[src/hw/rtl/bitmap_block_allocator_core_defines.svh]
// Assertion macros shared by the allocator RTL.
// Each macro expects clk and rst_n in the scope where it is used.
`ifndef BITMAP_BLOCK_ALLOCATOR_CORE_DEFINES_SVH
`define BITMAP_BLOCK_ALLOCATOR_CORE_DEFINES_SVH

`ifndef SYNTH

// Same-cycle implication, checked outside reset.
`define BBA_ASSERT_IMP(label, ante, cons) \
    label: assert property (@(posedge clk) disable iff (!rst_n) (ante) |-> (cons)) \
        else $error("allocator check failed");

// Next-cycle implication, checked outside reset.
`define BBA_ASSERT_NXT(label, ante, cons) \
    label: assert property (@(posedge clk) disable iff (!rst_n) (ante) |=> (cons)) \
        else $error("allocator check failed");

`else

`define BBA_ASSERT_IMP(label, ante, cons)
`define BBA_ASSERT_NXT(label, ante, cons)

`endif

`endif

[src/hw/rtl/bba_pkg.sv]
package bba_pkg;

    // Field and register widths.
    localparam int BLOCK_W = 10;
    localparam int COUNT_W = 11;
    localparam int STATUS_W = 2;
    localparam int WORD_W = 6;
    localparam int MARK_W = 32;
    localparam int POS_W = 5;

    // Request types.
    localparam logic REQ_ALLOC = 1'b0;
    localparam logic REQ_FREE = 1'b1;

    // Result status codes.
    localparam logic [STATUS_W-1:0] ST_OK = 2'd0;
    localparam logic [STATUS_W-1:0] ST_NOFREE = 2'd1;
    localparam logic [STATUS_W-1:0] ST_RANGE = 2'd2;

    // Register map: index taken from paddr[2].
    localparam logic REG_BLK_COUNT = 1'b0;
    localparam logic [COUNT_W-1:0] BLK_COUNT_RESET = 11'd1024;

    // Largest block count the 11-bit register can ask for.
    localparam int MAX_COUNT = 2047;

    // Mark memory access issued by the sequencer.
    typedef struct packed {
        logic              rd_en;
        logic [WORD_W-1:0] rd_addr;
        logic              wr_en;
        logic [WORD_W-1:0] wr_addr;
        logic [MARK_W-1:0] wr_data;
    } mem_req_t;

endpackage

[src/hw/rtl/bba_req_if.sv]
interface bba_req_if;
    logic                           valid;
    logic                           ready;
    logic                           req_type;
    logic [bba_pkg::BLOCK_W-1:0]    block_number;

    modport source (output valid, output req_type, output block_number, input ready);
    modport sink (input valid, input req_type, input block_number, output ready);
endinterface

[src/hw/rtl/bba_res_if.sv]
interface bba_res_if;
    logic                           valid;
    logic                           ready;
    logic [bba_pkg::STATUS_W-1:0]   status;
    logic [bba_pkg::BLOCK_W-1:0]    allocated_block;

    modport source (output valid, output status, output allocated_block, input ready);
    modport sink (input valid, input status, input allocated_block, output ready);
endinterface

[src/hw/rtl/bba_mark_mem.sv]
module bba_mark_mem #(
    parameter int WORDS = 32,
    parameter int AW = 5
) (
    input  logic                          clk,
    input  logic                          rst_n,
    input  bba_pkg::mem_req_t             mem_req,
    output logic [bba_pkg::MARK_W-1:0]    rd_data
);
    import bba_pkg::*;

    logic [MARK_W-1:0] mem_q [WORDS];
    logic [WORDS-1:0]  word_vld_reg;
    logic [MARK_W-1:0] rd_word_reg;
    logic              rd_vld_reg;

    // Per-word valid bits: a word never written reads as all free.
    always_ff @(posedge clk or negedge rst_n)
    begin
        if (!rst_n)
        begin
            word_vld_reg <= '0;
            rd_vld_reg <= 1'b0;
        end
        else
        begin
            if (mem_req.wr_en)
            begin
                word_vld_reg[mem_req.wr_addr[AW-1:0]] <= 1'b1;
            end
            if (mem_req.rd_en)
            begin
                rd_vld_reg <= word_vld_reg[mem_req.rd_addr[AW-1:0]];
            end
        end
    end

    // Single write port and single registered read port.
    always_ff @(posedge clk)
    begin
        if (mem_req.wr_en)
        begin
            mem_q[mem_req.wr_addr[AW-1:0]] <= mem_req.wr_data;
        end
        if (mem_req.rd_en)
        begin
            rd_word_reg <= mem_q[mem_req.rd_addr[AW-1:0]];
        end
    end

    assign rd_data = rd_vld_reg ? rd_word_reg : '0;

endmodule

[src/hw/rtl/bba_ctrl.sv]
`include "bitmap_block_allocator_core_defines.svh"

module bba_ctrl (
    input  logic                           clk,
    input  logic                           rst_n,
    bba_req_if.sink                        req,
    bba_res_if.source                      res,
    input  logic [bba_pkg::COUNT_W-1:0]    limit,
    output bba_pkg::mem_req_t              mem_req,
    input  logic [bba_pkg::MARK_W-1:0]     rd_data
);
    import bba_pkg::*;

    localparam logic [2:0] S_IDLE = 3'd0;
    localparam logic [2:0] S_SCAN = 3'd1;
    localparam logic [2:0] S_FREE_MOD = 3'd2;
    localparam logic [2:0] S_WRITE = 3'd3;

    logic [2:0]          state_reg, state_next;
    logic                wr_pend_reg, wr_pend_next;
    logic                res_vld_reg, res_vld_next;
    logic [WORD_W-1:0]   word_reg, word_next;
    logic [POS_W-1:0]    bit_reg, bit_next;
    logic [MARK_W-1:0]   wdata_reg, wdata_next;
    logic [STATUS_W-1:0] status_reg, status_next;
    logic [BLOCK_W-1:0]  got_reg, got_next;
    logic [STATUS_W-1:0] res_status_reg, res_status_next;
    logic [BLOCK_W-1:0]  res_block_reg, res_block_next;

    logic                accept;
    logic                out_free;
    logic [COUNT_W-1:0]  lim_m1;
    logic [WORD_W-1:0]   last_word;
    logic [MARK_W-1:0]   tail_mask;
    logic [MARK_W-1:0]   free_vec;
    logic [POS_W-1:0]    free_pos;
    logic                found;

    assign accept = req.valid && req.ready;
    assign req.ready = (state_reg == S_IDLE);
    assign out_free = !res_vld_reg || res.ready;

    // Last word that holds blocks below the limit, and its in-range bits.
    assign lim_m1 = limit - COUNT_W'(1);
    assign last_word = lim_m1[COUNT_W-1:POS_W];
    assign tail_mask = (limit[POS_W-1:0] == '0) ? '1
                     : ((MARK_W'(1) << limit[POS_W-1:0]) - MARK_W'(1));

    // Free blocks of the word under test; bits past the limit count as used.
    assign free_vec = ~rd_data & ((word_reg == last_word) ? tail_mask : '1);
    assign found = |free_vec;

    // Lowest free bit of the word.
    always_comb
    begin
        free_pos = '0;
        for (int i = MARK_W - 1; i >= 0; i--)
        begin
            if (free_vec[i])
            begin
                free_pos = POS_W'(i);
            end
        end
    end

    // Sequencer: accept, scan or modify one word, then write back and report.
    always_comb
    begin
        state_next = state_reg;
        wr_pend_next = wr_pend_reg;
        res_vld_next = res_vld_reg;
        word_next = word_reg;
        bit_next = bit_reg;
        wdata_next = wdata_reg;
        status_next = status_reg;
        got_next = got_reg;
        res_status_next = res_status_reg;
        res_block_next = res_block_reg;
        mem_req = '0;

        if (res_vld_reg && res.ready)
        begin
            res_vld_next = 1'b0;
        end

        case (state_reg)
            S_IDLE:
            begin
                if (accept)
                begin
                    got_next = '0;
                    wr_pend_next = 1'b0;
                    if (req.req_type == REQ_ALLOC)
                    begin
                        if (limit == '0)
                        begin
                            status_next = ST_NOFREE;
                            state_next = S_WRITE;
                        end
                        else
                        begin
                            mem_req.rd_en = 1'b1;
                            mem_req.rd_addr = '0;
                            word_next = '0;
                            state_next = S_SCAN;
                        end
                    end
                    else
                    begin
                        if (COUNT_W'(req.block_number) >= limit)
                        begin
                            status_next = ST_RANGE;
                            state_next = S_WRITE;
                        end
                        else
                        begin
                            mem_req.rd_en = 1'b1;
                            mem_req.rd_addr = WORD_W'(req.block_number[BLOCK_W-1:POS_W]);
                            word_next = WORD_W'(req.block_number[BLOCK_W-1:POS_W]);
                            bit_next = req.block_number[POS_W-1:0];
                            state_next = S_FREE_MOD;
                        end
                    end
                end
            end

            S_SCAN:
            begin
                if (found)
                begin
                    wdata_next = rd_data | (MARK_W'(1) << free_pos);
                    wr_pend_next = 1'b1;
                    got_next = BLOCK_W'({word_reg, free_pos});
                    status_next = ST_OK;
                    state_next = S_WRITE;
                end
                else if (word_reg == last_word)
                begin
                    status_next = ST_NOFREE;
                    state_next = S_WRITE;
                end
                else
                begin
                    // Read of the next word overlaps the test of this one.
                    mem_req.rd_en = 1'b1;
                    mem_req.rd_addr = word_reg + WORD_W'(1);
                    word_next = word_reg + WORD_W'(1);
                end
            end

            S_FREE_MOD:
            begin
                wdata_next = rd_data & ~(MARK_W'(1) << bit_reg);
                wr_pend_next = 1'b1;
                status_next = ST_OK;
                state_next = S_WRITE;
            end

            S_WRITE:
            begin
                // Write-back lands before the next item can read.
                if (out_free)
                begin
                    mem_req.wr_en = wr_pend_reg;
                    mem_req.wr_addr = word_reg;
                    mem_req.wr_data = wdata_reg;
                    res_vld_next = 1'b1;
                    res_status_next = status_reg;
                    res_block_next = got_reg;
                    state_next = S_IDLE;
                end
            end

            default:
            begin
                state_next = S_IDLE;
            end
        endcase
    end

    // Control state.
    always_ff @(posedge clk or negedge rst_n)
    begin
        if (!rst_n)
        begin
            state_reg <= S_IDLE;
            wr_pend_reg <= 1'b0;
            res_vld_reg <= 1'b0;
        end
        else
        begin
            state_reg <= state_next;
            wr_pend_reg <= wr_pend_next;
            res_vld_reg <= res_vld_next;
        end
    end

    // Payload registers.
    always_ff @(posedge clk)
    begin
        word_reg <= word_next;
        bit_reg <= bit_next;
        wdata_reg <= wdata_next;
        status_reg <= status_next;
        got_reg <= got_next;
        res_status_reg <= res_status_next;
        res_block_reg <= res_block_next;
    end

    assign res.valid = res_vld_reg;
    assign res.status = res_status_reg;
    assign res.allocated_block = res_block_reg;

    // The memory is written only from the write-back step.
    `BBA_ASSERT_IMP(a_wr_only_in_write, mem_req.wr_en, state_reg == S_WRITE)
    // The scan never reads past the last word below the limit.
    `BBA_ASSERT_IMP(a_scan_in_range, (state_reg == S_SCAN) && mem_req.rd_en, word_reg < last_word)
    // A successful result names a block below the limit.
    `BBA_ASSERT_IMP(a_ok_below_limit, res_vld_reg && (res_status_reg == ST_OK), COUNT_W'(res_block_reg) < limit)
    // A new result is loaded only from the write-back step.
    `BBA_ASSERT_IMP(a_res_from_write, $rose(res_vld_reg), $past(state_reg) == S_WRITE)

endmodule

[src/hw/rtl/bitmap_block_allocator_core.sv]
// Bitmap first-fit block allocator. An allocate request returns the lowest free
// block below the block count register (capped at NUM_BLOCKS) and marks it used; a
// free request clears the named block's mark. The marks sit in a 32-bit-wide
// single-port-read memory, one word per 32 blocks. One request is handled at a time:
// an allocate reads words in order until a free block is found, at most
// ceil(active count / 32) of them; the scan tests one memory word per cycle with
// the next read overlapped. A free reads, modifies and writes back its word, and
// requests that fail the range or count check go straight to write-back. A result
// still waiting for ready holds the next request in its write-back step until that
// beat goes out, and the next request can be accepted in the same cycle that a
// result is raised. Each word has a valid bit cleared by reset, so the allocator
// is ready right after reset with no clearing pass.
module bitmap_block_allocator_core #(
    parameter int NUM_BLOCKS = 1024
) (
    input  logic                           clk,
    input  logic                           rst_n,
    bba_req_if.sink                        req,
    bba_res_if.source                      res,
    input  logic                           psel,
    input  logic                           penable,
    input  logic                           pwrite,
    input  logic [2:0]                     paddr,
    input  logic [31:0]                    pwdata,
    output logic [31:0]                    prdata,
    output logic                           pready
);
    import bba_pkg::*;

    localparam int CAP = (NUM_BLOCKS < MAX_COUNT) ? NUM_BLOCKS : MAX_COUNT;
    localparam int WORDS = (CAP + MARK_W - 1) / MARK_W;
    localparam int AW = (WORDS > 1) ? $clog2(WORDS) : 1;
    localparam logic [COUNT_W-1:0] CAP_COUNT = COUNT_W'(CAP);

    logic [COUNT_W-1:0] blk_count_reg;
    logic [COUNT_W-1:0] limit;
    logic               cfg_wr;
    mem_req_t           mem_req;
    logic [MARK_W-1:0]  rd_data;

    // Configuration register write.
    assign pready = 1'b1;
    assign cfg_wr = psel && penable && pwrite && (paddr[2] == REG_BLK_COUNT);

    always_ff @(posedge clk or negedge rst_n)
    begin
        if (!rst_n)
        begin
            blk_count_reg <= BLK_COUNT_RESET;
        end
        else if (cfg_wr)
        begin
            blk_count_reg <= pwdata[COUNT_W-1:0];
        end
    end

    assign prdata = (paddr[2] == REG_BLK_COUNT) ? 32'(blk_count_reg) : '0;

    // Active count is the register limited to the store size.
    assign limit = (blk_count_reg > CAP_COUNT) ? CAP_COUNT : blk_count_reg;

    bba_ctrl u_ctrl (
        .clk     (clk),
        .rst_n   (rst_n),
        .req     (req),
        .res     (res),
        .limit   (limit),
        .mem_req (mem_req),
        .rd_data (rd_data)
    );

    bba_mark_mem #(
        .WORDS (WORDS),
        .AW    (AW)
    ) u_mem (
        .clk     (clk),
        .rst_n   (rst_n),
        .mem_req (mem_req),
        .rd_data (rd_data)
    );

endmodule

[src/flat_wrapper.sv]
// flat-port wrapper written by rule: the top's interface ports become plain ports
module bitmap_block_allocator_core_flat import bba_pkg::*;
#(
    parameter int NUM_BLOCKS = 1024
)
  (clk, rst_n, psel, penable, pwrite, paddr, pwdata, prdata, pready, req_valid, req_req_type, req_block_number, req_ready, res_valid, res_status, res_allocated_block, res_ready);
  bba_req_if req_i ();
  bba_res_if res_i ();
  input  logic clk;
  input  logic rst_n;
  input  logic psel;
  input  logic penable;
  input  logic pwrite;
  input  logic [2:0] paddr;
  input  logic [31:0] pwdata;
  output logic [31:0] prdata;
  output logic pready;
  input wire logic [$bits(req_i.valid)-1:0] req_valid;
  input wire logic [$bits(req_i.req_type)-1:0] req_req_type;
  input wire logic [$bits(req_i.block_number)-1:0] req_block_number;
  output wire logic [$bits(req_i.ready)-1:0] req_ready;
  output wire logic [$bits(res_i.valid)-1:0] res_valid;
  output wire logic [$bits(res_i.status)-1:0] res_status;
  output wire logic [$bits(res_i.allocated_block)-1:0] res_allocated_block;
  input wire logic [$bits(res_i.ready)-1:0] res_ready;
  assign req_i.valid = req_valid;
  assign req_i.req_type = req_req_type;
  assign req_i.block_number = req_block_number;
  assign req_ready = req_i.ready;
  assign res_valid = res_i.valid;
  assign res_status = res_i.status;
  assign res_allocated_block = res_i.allocated_block;
  assign res_i.ready = res_ready;
  bitmap_block_allocator_core #(.NUM_BLOCKS(NUM_BLOCKS)) u_core (.clk(clk), .rst_n(rst_n), .req(req_i), .res(res_i), .psel(psel), .penable(penable), .pwrite(pwrite), .paddr(paddr), .pwdata(pwdata), .prdata(prdata), .pready(pready));
endmodule
[config.mk]
export PLATFORM = sky130hd
export DESIGN_NAME = bitmap_block_allocator_core_flat
export DESIGN_NICKNAME = d
export VERILOG_FILES = /design/src/hw/rtl/bba_pkg.sv /design/src/hw/rtl/bba_req_if.sv /design/src/hw/rtl/bba_res_if.sv /design/src/hw/rtl/bba_mark_mem.sv /design/src/hw/rtl/bba_ctrl.sv /design/src/hw/rtl/bitmap_block_allocator_core.sv /design/src/flat_wrapper.sv
export VERILOG_INCLUDE_DIRS = /design/src /design/src/hw/rtl
export SDC_FILE = /design/constraint.sdc
export NUM_CORES = 1
export LEC_CHECK = 0
export BUFFER_PORTS_ARGS = -buffer_cell sky130_fd_sc_hd__buf_2
export CORE_MARGIN = 3
export CORE_UTILIZATION = 40
export DETAILED_ROUTE_END_ITERATION = 8
export GPL_TIMING_DRIVEN = 1
export HOLD_SLACK_MARGIN = 0.03
export SETUP_SLACK_MARGIN = 0.4
export SYNTH_ARGS = -nofsm -noshare
export SYNTH_HDL_FRONTEND = slang
export SYNTH_SLANG_ARGS = --single-unit
[constraint.sdc]
create_clock -name clk -period 4.8 [get_ports clk]
set_clock_uncertainty 0.05 [all_clocks]
set_input_delay 0.48 -clock clk [delete_from_list [all_inputs] [get_ports clk]]
set_output_delay 0.48 -clock clk [all_outputs]
set_load 0.05 [all_outputs]
==> impl_metrics.py <==
metrics = {
    "global_route": {
        "track_usage_pct": 21.6,
        "grt_start_max_net_pins": 49,
        "grt_overflow": 0,
        "grt_pass1_wl_mm": 199,
        "grt_pass1_vias": 27900,
        "antenna_found_initial": 0,
    },
    "cts": {
        "cts_tree": "built",
        "clock_path_buffers": 3,
        "cts_root_buffer": "clkbuf_16",
        "cts_buffers": 116,
        "cts_htree_levels": 3,
        "insertion_delay_ps": 740,
        "clk_pin_slew_ps": 70,
        "cts_sinks": 1171,
    },
    "setup_path": {
        "endpoint_kind": "register",
        "worstSetupPathType": "reg -> reg",
        "crit_path_start_kind": "register",
        "cpLargestDelayFamily": "simple AND/OR/NAND/NOR gates",
        "critical-path-max-stage-delay_ps": 550,
        "cp.arrival_ps": 5260,
        "cp_num_buf_inv": 7,
        "slowest_stage": "dfstp_2",
        "crit_top_cell": "buf_4",
        "path_max_fanout": 21,
        "crit_chain": "buf_8 > buf_4 > nor2_1 > o21a_1 > nor3_4 > buf_4 > a21oi_1 > nor4b_4 > a22oi_2 > a2111oi_4 > and4_4 > a22o_4 > buf_12 > buf_6 > buf_16 > buf_4 > mux2i_1 > mux2i_1 > o22ai_2 > nor4_2",
        "cp_data_required_time_ps": 5280,
        "r2r_setup_slack_ps": 20,
    },
    "cells_and_area": {
        "drive_gt1_share_pct": 23.7,
        "nNetsFinal": 3536,
        "fin_util_pct": 49.1,
        "syn2layout_area_growth_pct": 21.4,
        "final_common_cell": "edfxtp_1",
        "n_antenna_cell": 0,
        "largest_reg_flops": 1024,
        "layout_common_cells": "edfxtp_1, mux2i_1, buf_4",
    },
    "yosys": {
        "synthArstFlopShare_pct": 4.10,
        "synth_xor_area_share_pct": 0.212,
        "synth.mux.area_fraction_pct": 16.2,
        "synth_area_per_cell_um2": 16.2,
        "synth.distinct_cells": 82,
        "ys.flop_type": "edfxtp_1",
        "syn_area_um2": 49500,
        "synth-seq-cells": 1171,
        "syn_inst": 3058,
        "synthAdderAreaFrac_pct": 0.404,
        "synth_compound_area_share_pct": 5.12,
        "seq_area_frac_synth_pct": 70.5,
        "synth-edff-count": 1123,
        "synth-simple-area-share_pct": 5.01,
        "synth_top_family_by_area": "multiplexers",
        "ys_warn_count": 0,
    },
    "routing": {
        "wl_per_cell_um": 27.2,
        "wl_met2_mm": 65.8,
        "avgViaCountPerCell": 5.59,
        "drt-met1-wl_mm": 61.1,
        "detail-route-antenna-nets": 0,
        "dr_total_vias": 29000,
        "drc": 0,
        "drt_iter0_markers": 2743,
        "drt_pass1_iterations": 5,
        "top_layer_used": "met4",
        "routed_wl_mm": 141,
        "wl_met3_mm": 9.59,
    },
    "sta": {
        "setup_viol": 0,
        "slew_headroom_pct": 17.2,
        "rsz0062_at_grt": "true",
        "tightest_slew_ps": 1240,
        "max_freq_mhz": 209,
        "hold_viol": 0,
        "finalMaxSlewViolations": 0,
        "timing.final.ws_setup_ps": 24.9,
        "post-route-period-util_pct": 99.5,
        "period_minus_slack_ps": 4780,
    },
    "die": {
        "die-area_um2": 128000,
        "core_area_um2": 122000,
        "die_height_um": 358,
        "start_util_pct": 40.5,
        "die_w_um": 358,
        "io_pins": 100,
        "fp-row-count": 128,
    },
    "place": {
        "dpl.hpwl_mm": 82.5,
        "portBuffers": 54,
        "place.gp.congestion": 0.944,
        "dp_slack_ps": -404,
    },
    "job": {
        "cap_viol_max_count": 0,
    },
    "pwr": {
        "power.leakage_nw": 21.9,
        "vdd_drop_max_uv": 360,
        "pwr_density_cell_nw_per_um2": 445,
        "p_total_mw": 26.7,
    },
    "hold_path": {
        "hold_class": "in -> reg",
    },
    "status": {
        "status": "completed",
    },
}
logic make-up (layout without fill, tap and decap cells):
| group | after synthesis | count (layout) |
|---|---|---|
| simple gates | 464 | 465 |
| xor+xnor | 12 | 12 |
| fa+ha+maj | 16 | 16 |
| other cells | 2 | 22 |
| flops | 1171 | 1171 |
| buf+inv | 216 | 701 |
| compound gates | 379 | 379 |
| mux | 798 | 798 |
metal layers:
metal / track usage [%] / vias up
li1: - / 12800
met1: 30.5 / 14900
met3: 2.81 / 199
met4: 7.60 / 0
met2: 34.5 / 1097
met5: 0 / -
power by group:
part / internal (mW) / switching [mW]
Combinational: 1.82 / 3.29
Sequential: 12.5 / 0.274
Clock: 5.06 / 3.85
per-stage QoR:
stage / instance area [µm²] / setup TNS [ps] / hold WS, ps / cells
floorplan: 49800 / 0 / 134 / 3078
global placement: 54400 / -5790 / 354 / 4891
detailed placement: 54400 / -7390 / 357 / 4891
CTS: 59400 / 0 / 42.3 / 5167
global route: 60100 / -2140 / 82.6 / 5189
finish: 60100 / 0 / 97.6 / 5189
cells in the mapped netlist (24+ instances only):
master	n	area share, %
a21oi_1	32	0.32
and3_1	42	0.53
buf_2	35	0.35
buf_4	59	0.89
buf_6	24	0.55
clkbuf_1	67	0.51
dfrtp_1	47	2.4
edfxtp_1	1123	68
mux2i_1	785	16
nand2_1	93	0.70
nand3_1	28	0.28
nor2_1	114	0.86
nor4_1	26	0.33
o21ai_0	54	0.55
o22ai_1	152	1.9
or2_2	32	0.40
area by class of cell:
class	count	area, µm²
clock buffers	137	3080
clock inverters	78	657
fillers	10300	62200
inverters	22	90.1
multi-input cells	1692	14400
flip-flops and latches	1171	34900
well taps	1625	2030
repair buffers	464	4920
path summary, 6_finish.rpt:
| path | from | end | cells past startpoint |
|---|---|---|---|
| worst max register to register | u_core.blk_count_reg[10] | u_core.u_mem.rd_word_reg[29] | 20 |
| worst min register to register | u_core.u_ctrl.got_reg[6] | u_core.u_ctrl.res.allocated_block[6] | 0 |
| worst min-delay path | req_block_number[9] | u_core.u_ctrl.word_reg[4] | 2 |
| worst max-delay path | u_core.blk_count_reg[10] | u_core.u_mem.rd_word_reg[29] | 20 |
| min in group asynchronous | rst_n | u_core.u_mem.word_vld_reg[16] | 3 |
| max in group asynchronous | rst_n | u_core.blk_count_reg[4] | 3 |
repair_timing:
action	4_1_cts	5_1_grt
setup endpoints to repair	80	134
cloned	4	11
pin swaps	39	47
hold buffers	21	0
buffers inserted	36	11
resized for setup	124	91
endpoints found under the hold margin	67	0
Note: power is estimated with default switching activity, not from simulation.
